--- src/design/mhq_pkg.sv ---
// shared types for the four-ary min-heap queue
// opcodes, memory address selects and the controller/datapath command and status structs
// no dependencies
package mhq_pkg;

    typedef enum logic [1:0] {
        OP_PUSH = 2'd0,
        OP_POP  = 2'd1,
        OP_PEEK = 2'd2
    } op_t;

    // read address sources
    typedef enum logic [2:0] {
        RD_ROOT   = 3'd0,
        RD_PARENT = 3'd1,
        RD_LAST   = 3'd2,
        RD_CHILD0 = 3'd3,
        RD_NEXT   = 3'd4
    } rd_sel_t;

    // write data sources, always written at the current position
    typedef enum logic [1:0] {
        WR_KEY    = 2'd0,
        WR_PARENT = 2'd1,
        WR_BEST   = 2'd2
    } wr_sel_t;

    typedef struct packed {
        logic    load_op;
        logic    set_empty;
        logic    set_rej;
        logic    rd_en;
        rd_sel_t rd_sel;
        logic    wr_en;
        wr_sel_t wr_sel;
        logic    pos_new;
        logic    pos_up;
        logic    pos_best;
        logic    take_top;
        logic    take_last;
        logic    lane_start;
        logic    lane_step;
        logic    count_inc;
        logic    out_load;
    } cmd_t;

    typedef struct packed {
        logic empty;
        logic full;
        logic up_stop;
        logic parent_root;
        logic leaf;
        logic more;
        logic down_stop;
        logic out_free;
    } status_t;

endpackage

--- src/design/mhq_ctrl.sv ---
// controller of the four-ary min-heap queue: sequences sift-up and sift-down
// depends on mhq_pkg
module mhq_ctrl (
    input  logic             clk,
    input  logic             rst_n,
    input  logic             in_valid,
    output logic             in_stall,
    input  logic [1:0]       opcode,
    input  mhq_pkg::status_t status,
    output mhq_pkg::cmd_t    cmd
);
    import mhq_pkg::*;

    typedef enum logic [9:0] {
        S_IDLE     = 10'b00_0000_0001,
        S_UP_RD    = 10'b00_0000_0010,
        S_UP_CMP   = 10'b00_0000_0100,
        S_TOP_GET  = 10'b00_0000_1000,
        S_LAST_GET = 10'b00_0001_0000,
        S_DN_CHK   = 10'b00_0010_0000,
        S_DN_RD    = 10'b00_0100_0000,
        S_DN_CMP   = 10'b00_1000_0000,
        S_PLACE    = 10'b01_0000_0000,
        S_FINISH   = 10'b10_0000_0000
    } state_t;

    state_t state_reg, state_next;
    op_t    op_reg, op_next;

    always_comb
    begin
        state_next = state_reg;
        op_next    = op_reg;
        cmd        = '0;
        case (state_reg)
            S_IDLE:
            begin
                if (in_valid)
                begin
                    cmd.load_op = 1'b1;
                    op_next     = op_t'(opcode);
                    case (op_t'(opcode))
                        OP_PUSH:
                        begin
                            if (status.full)
                            begin
                                cmd.set_rej = 1'b1;
                                state_next  = S_FINISH;
                            end
                            else
                            begin
                                cmd.pos_new = 1'b1;
                                state_next  = status.empty ? S_PLACE : S_UP_RD;
                            end
                        end
                        OP_POP, OP_PEEK:
                        begin
                            if (status.empty)
                            begin
                                cmd.set_empty = 1'b1;
                                state_next    = S_FINISH;
                            end
                            else
                            begin
                                cmd.rd_en  = 1'b1;
                                cmd.rd_sel = RD_ROOT;
                                state_next = S_TOP_GET;
                            end
                        end
                        default:
                        begin
                            state_next = S_FINISH;
                        end
                    endcase
                end
            end
            S_UP_RD:
            begin
                cmd.rd_en  = 1'b1;
                cmd.rd_sel = RD_PARENT;
                state_next = S_UP_CMP;
            end
            S_UP_CMP:
            begin
                if (status.up_stop)
                begin
                    state_next = S_PLACE;
                end
                else
                begin
                    // parent moves down into the hole
                    cmd.wr_en  = 1'b1;
                    cmd.wr_sel = WR_PARENT;
                    cmd.pos_up = 1'b1;
                    state_next = status.parent_root ? S_PLACE : S_UP_RD;
                end
            end
            S_TOP_GET:
            begin
                cmd.take_top = 1'b1;
                if (op_reg == OP_PEEK)
                begin
                    state_next = S_FINISH;
                end
                else
                begin
                    cmd.rd_en  = 1'b1;
                    cmd.rd_sel = RD_LAST;
                    state_next = S_LAST_GET;
                end
            end
            S_LAST_GET:
            begin
                cmd.take_last = 1'b1;
                state_next    = S_DN_CHK;
            end
            S_DN_CHK:
            begin
                if (status.leaf)
                begin
                    state_next = S_PLACE;
                end
                else
                begin
                    cmd.lane_start = 1'b1;
                    cmd.rd_en      = 1'b1;
                    cmd.rd_sel     = RD_CHILD0;
                    state_next     = S_DN_RD;
                end
            end
            S_DN_RD:
            begin
                cmd.lane_step = 1'b1;
                if (status.more)
                begin
                    cmd.rd_en  = 1'b1;
                    cmd.rd_sel = RD_NEXT;
                end
                else
                begin
                    state_next = S_DN_CMP;
                end
            end
            S_DN_CMP:
            begin
                if (status.down_stop)
                begin
                    state_next = S_PLACE;
                end
                else
                begin
                    cmd.wr_en    = 1'b1;
                    cmd.wr_sel   = WR_BEST;
                    cmd.pos_best = 1'b1;
                    state_next   = S_DN_CHK;
                end
            end
            S_PLACE:
            begin
                cmd.wr_en     = 1'b1;
                cmd.wr_sel    = WR_KEY;
                cmd.count_inc = (op_reg == OP_PUSH);
                state_next    = S_FINISH;
            end
            S_FINISH:
            begin
                if (status.out_free)
                begin
                    cmd.out_load = 1'b1;
                    state_next   = S_IDLE;
                end
            end
            default:
            begin
                state_next = S_IDLE;
            end
        endcase
    end

    always_ff @(posedge clk or negedge rst_n)
    begin
        if (!rst_n)
        begin
            state_reg <= S_IDLE;
            op_reg    <= OP_PUSH;
        end
        else
        begin
            state_reg <= state_next;
            op_reg    <= op_next;
        end
    end

    assign in_stall = (state_reg != S_IDLE);

endmodule
--- config.mk ---
export PLATFORM = sky130hd
export DESIGN_NAME = mhq_ctrl
export DESIGN_NICKNAME = d
export VERILOG_FILES = /design/src/design/mhq_pkg.sv /design/src/design/mhq_ctrl.sv
export SDC_FILE = /design/constraint.sdc
export NUM_CORES = 1
export LEC_CHECK = 0
export ABC_AREA = 1
export ABC_CLOCK_PERIOD_IN_PS = 2500
export BUFFER_PORTS_ARGS = -buffer_cell sky130_fd_sc_hd__buf_2
export CAP_MARGIN = 20
export CORE_MARGIN = 1
export CORE_UTILIZATION = 53
export DETAILED_ROUTE_END_ITERATION = 6
export PLACE_DENSITY = 0.83
export SYNTH_ARGS = -nofsm -noshare
export SYNTH_HDL_FRONTEND = slang
export SYNTH_SLANG_ARGS = --single-unit
--- constraint.sdc ---
create_clock -name clk -period 2.5 [get_ports clk]
set_input_delay 0.125 -clock clk [delete_from_list [all_inputs] [get_ports clk]]
set_output_delay 0.125 -clock clk [all_outputs]
set_load 0.02 [all_outputs]
==> insert_results.sql <==
INSERT INTO impl_metrics (metric_group, metric, value, unit) VALUES
('sta', 'setup_failing_eps_final', '0', ''),
('sta', 'min_period_over_period', '0.761', ''),
('detailed_routing', 'dr_vias', '1100', ''),
('synth', 'number_of_different_library_cells_in_the_post_synthesis_netlist', '24', ''),
('sta', 'max_clock_freq', '526', 'MHz'),
('synth', 'synthesized_netlist_net_count', '169', ''),
('setup_path', 'cp_common_cell', 'sky130_fd_sc_hd__nor2_4', ''),
('pwr', 'power_density', '761', 'nW/um^2'),
('sta', 'timing.clock.skew', '0.00563', 'ns'),
('min_path', 'path_category_of_the_worst_min_delay_check', 'in2reg', ''),
('floorplan', 'fp.dieH', '45.6', 'um'),
('setup_path', 'worstSetupStartpointType', 'register', ''),
('placement', 'dp_hpwl', '2130', 'um'),
('clock_network', 'cts_tree', 'built', ''),
('sta', 'setup_repair_after_global_routing_missed_its_margin', 'no', ''),
('clock_network', 'clock-sinks', '12', ''),
('setup_path', 'worst-setup-path-type', 'reg2out', ''),
('setup_path', 'slowest_stage', 'sky130_fd_sc_hd__dfrtp_1', ''),
('layout', 'multi_input_comb_area', '588', 'sq um'),
('synth', 'avgSynthCellArea', '6.54', 'sq um'),
('detailed_routing', 'drcViolationCount', '0', ''),
('clock_network', 'path_clk_slew', '0.09', 'ns'),
('floorplan', 'rows', '15', ''),
('setup_path', 'cpLargestDelayFamily', 'simple AND/OR/NAND/NOR gates', ''),
('synth', 'yosys-top-cells-area', 'sky130_fd_sc_hd__dfrtp_1 (27%), sky130_fd_sc_hd__nand2_1 (12%), sky130_fd_sc_hd__inv_1 (11%)', ''),
('sta', 'final.min_clock_period', '1.90', 'ns'),
('detailed_routing', 'detail_route.wl_per_cell', '12.0', 'um'),
('placement', 'placement.setup.worst_slack', '0.927', 'ns'),
('synth', 'synth_enable_flop_cells', '0', ''),
('sta', 'finalSetupTns', '0', 'ns'),
('global_route', 'track_usage', '0.280', ''),
('global_route', 'first_global_vias', '949', ''),
('placement', 'place_congestion', '0.903', ''),
('synth', 'yosys.area.top_type_share', '0.273', ''),
('pwr', 'p_seq_frac', '0.288', ''),
('pwr', 'switchingPower', '0.000458', 'W'),
('layout', 'final_layout_size_suffix_gt1_frac', '0.340', ''),
('setup_path', 'timing.critical_path.slowest_cell_delay', '0.46', 'ns'),
('synth', 'syn-instance-count', '154', ''),
('clock_network', 'clk_latency', '0.28', 'ns'),
('synth', 'mapped_cell_area', '1010', 'sq um'),
('outcome', 'outcome', 'finished clean', ''),
('detailed_routing', 'drt_iter0_markers', '37', ''),
('pwr', 'swShare', '0.483', ''),
('sta', 'drv_slew', '0', ''),
('setup_path', 'timing.critical_path.to_type', 'output pin', ''),
('clock_network', 'clk_root_buffer_cell', 'sky130_fd_sc_hd__clkbuf_4', ''),
('setup_path', 'critical_path.max_fanout', '5', ''),
('sta', 'tightest_slew', '0.317', 'ns'),
('floorplan', 'core_area', '1750', 'sq um'),
('layout', 'diodes', '0', ''),
('pwr', 'power_frac_comb', '0.540', ''),
('synth', 'async_flop_share', '1.00', ''),
('setup_path', 'r2r_setup_slack', '1.03', 'ns'),
('setup_path', 'worst-endpoint-required', '2.38', 'ns'),
('layout', 'largest_register_ff_count', '10', ''),
('placement', 'place_area', '1200', 'sq um'),
('synth', 'synth_seq_area_share', '0.299', ''),
('global_route', 'initial_antenna_violation_count', '0', ''),
('pwr', 'internal-power', '0.000490', 'W'),
('synth', 'synth.top_cells.by_count', 'sky130_fd_sc_hd__nand2_1 (33), sky130_fd_sc_hd__inv_1 (29), sky130_fd_sc_hd__nor2_1 (27)', ''),
('clock_network', 'tritoncts.num_buffers', '3', ''),
('layout', 'fillCellCount', '161', ''),
('sta', 'relSlewSlack', '0.789', ''),
('global_route', 'grt_overflow', '0', ''),
('synth', 'ys_warn_count', '0', ''),
('floorplan', 'ioPinCount', '33', ''),
('clock_network', 'cts-root-to-sink-buffers', '2', ''),
('global_route', 'maximum_number_of_pins_on_one_net_before_global_route_repair', '13', ''),
('layout', 'finish.instance_area', '1240', 'sq um'),
('synth', 'number_of_register_bits_inferred_by_synthesis', '12', '');
## power by group through the flow
| stage | Clock (W) | Combinational (W) | Sequential (W) |
|---|---|---|---|
| after floorplan | 0 | 0.000391 | 0.000263 |
| after detailed placement | 0 | 0.000501 | 0.000275 |
| final | 0.000163 | 0.000511 | 0.000273 |
| after global placement | 0 | 0.000487 | 0.000272 |
| after CTS | 0.000163 | 0.000506 | 0.000271 |
| after global routing | 0.000173 | 0.000556 | 0.000275 |
## final cells by class
| class | instances | share of cell area |
|---|---|---|
| Clock buffer | 4 | 0.0291 |
| Inverter | 31 | 0.0945 |
| Multi-Input combinational cell | 111 | 0.472 |
| Sequential cell | 12 | 0.242 |
| Tap cell | 25 | 0.0251 |
| Timing Repair Buffer | 33 | 0.137 |
## metal layers
layer / vias to the layer above / part of all wire / track usage
met4: 0 / 0.018 / 0.0909
met2: 51 / 0.51 / 0.509
met1: 496 / 0.41 / 0.334
met5: - / 0 / 0
li1: 547 / - / -
met3: 6 / 0.066 / 0.0357
## cells in the final DEF (no fill, tap or decap), types with 2 or more instances in the layout
cell,Yosys,final
sky130_fd_sc_hd__nand2_1,33,33
sky130_fd_sc_hd__buf_2,0,32
sky130_fd_sc_hd__inv_1,29,29
sky130_fd_sc_hd__nor2_1,27,27
sky130_fd_sc_hd__nand3_1,13,13
sky130_fd_sc_hd__dfrtp_1,11,11
sky130_fd_sc_hd__nor2_2,10,10
sky130_fd_sc_hd__nor2_4,5,5
sky130_fd_sc_hd__nand2_2,4,4
sky130_fd_sc_hd__o21ai_0,3,3
sky130_fd_sc_hd__clkbuf_4,0,3
sky130_fd_sc_hd__nand2_4,2,2
sky130_fd_sc_hd__nand3_2,2,2
sky130_fd_sc_hd__nand4_1,2,2
sky130_fd_sc_hd__ha_1,2,2
## cells by family (layout without fill, tap and decap cells)
kind of cell | after synthesis | after routing | synth area share
and+or+nand+nor | 103 | 103 | 0.518
buffers and inverters | 31 | 68 | 0.117
DFF | 12 | 12 | 0.299
AOI/OAI and AO/OA | 6 | 6 | 0.0410
adders and majority gates | 2 | 2 | 0.0248
## worst register-to-register path, stage by stage, from the launching register on
cell and delay, ns:
sky130_fd_sc_hd__dfrtp_1 0.46, sky130_fd_sc_hd__nor2_4 0.19, sky130_fd_sc_hd__nand2_4 0.10, sky130_fd_sc_hd__nor2_2 0.20
sky130_fd_sc_hd__nand3_2 0.15, sky130_fd_sc_hd__nand2_1 0.11, sky130_fd_sc_hd__nor2_2 0.05, sky130_fd_sc_hd__clkinv_2 0.07
sky130_fd_sc_hd__nor2_2 0.04
## path summary, 6_finish.rpt
| path | end | from | cells after the start |
|---|---|---|---|
| setup / recovery | cmd[15] | state_reg[8]$_DFFE_PN0P_ | 8 |
| hold / removal | op_reg[1]$_DFFE_PN0P_ | opcode[1] | 3 |
| setup reg to reg | state_reg[8]$_DFFE_PN0P_ | state_reg[8]$_DFFE_PN0P_ | 8 |
| hold reg to reg | op_reg[0]$_DFFE_PN0P_ | op_reg[0]$_DFFE_PN0P_ | 2 |
| max in group asynchronous | state_reg[0]$_DFFE_PN1P_ | rst_n | 2 |
| min in group asynchronous | state_reg[6]$_DFFE_PN0P_ | rst_n | 2 |
## what timing repair did
item,4_1_cts,5_1_grt
hold buffers,1,0
endpoints found under the hold margin,12,0
resized for setup,0,0
setup buffers,0,0
## per-stage QoR
stage | total power (W) | hold slack [ns] | std cells | util
6_report | 0.000948 | 0.0795 | 216 | 0.713
3_5_place_dp | 0.000777 | 0.0301 | 211 | 0.687
4_1_cts | 0.000940 | 0.0927 | 216 | 0.713
2_1_floorplan | 0.000654 | -0.171 | 154 | -
5_1_grt | 0.00101 | 0.109 | 216 | 0.713
3_3_place_gp | 0.000758 | 0.0261 | 211 | 0.687
Note: power is estimated with default switching activity, not from simulation.
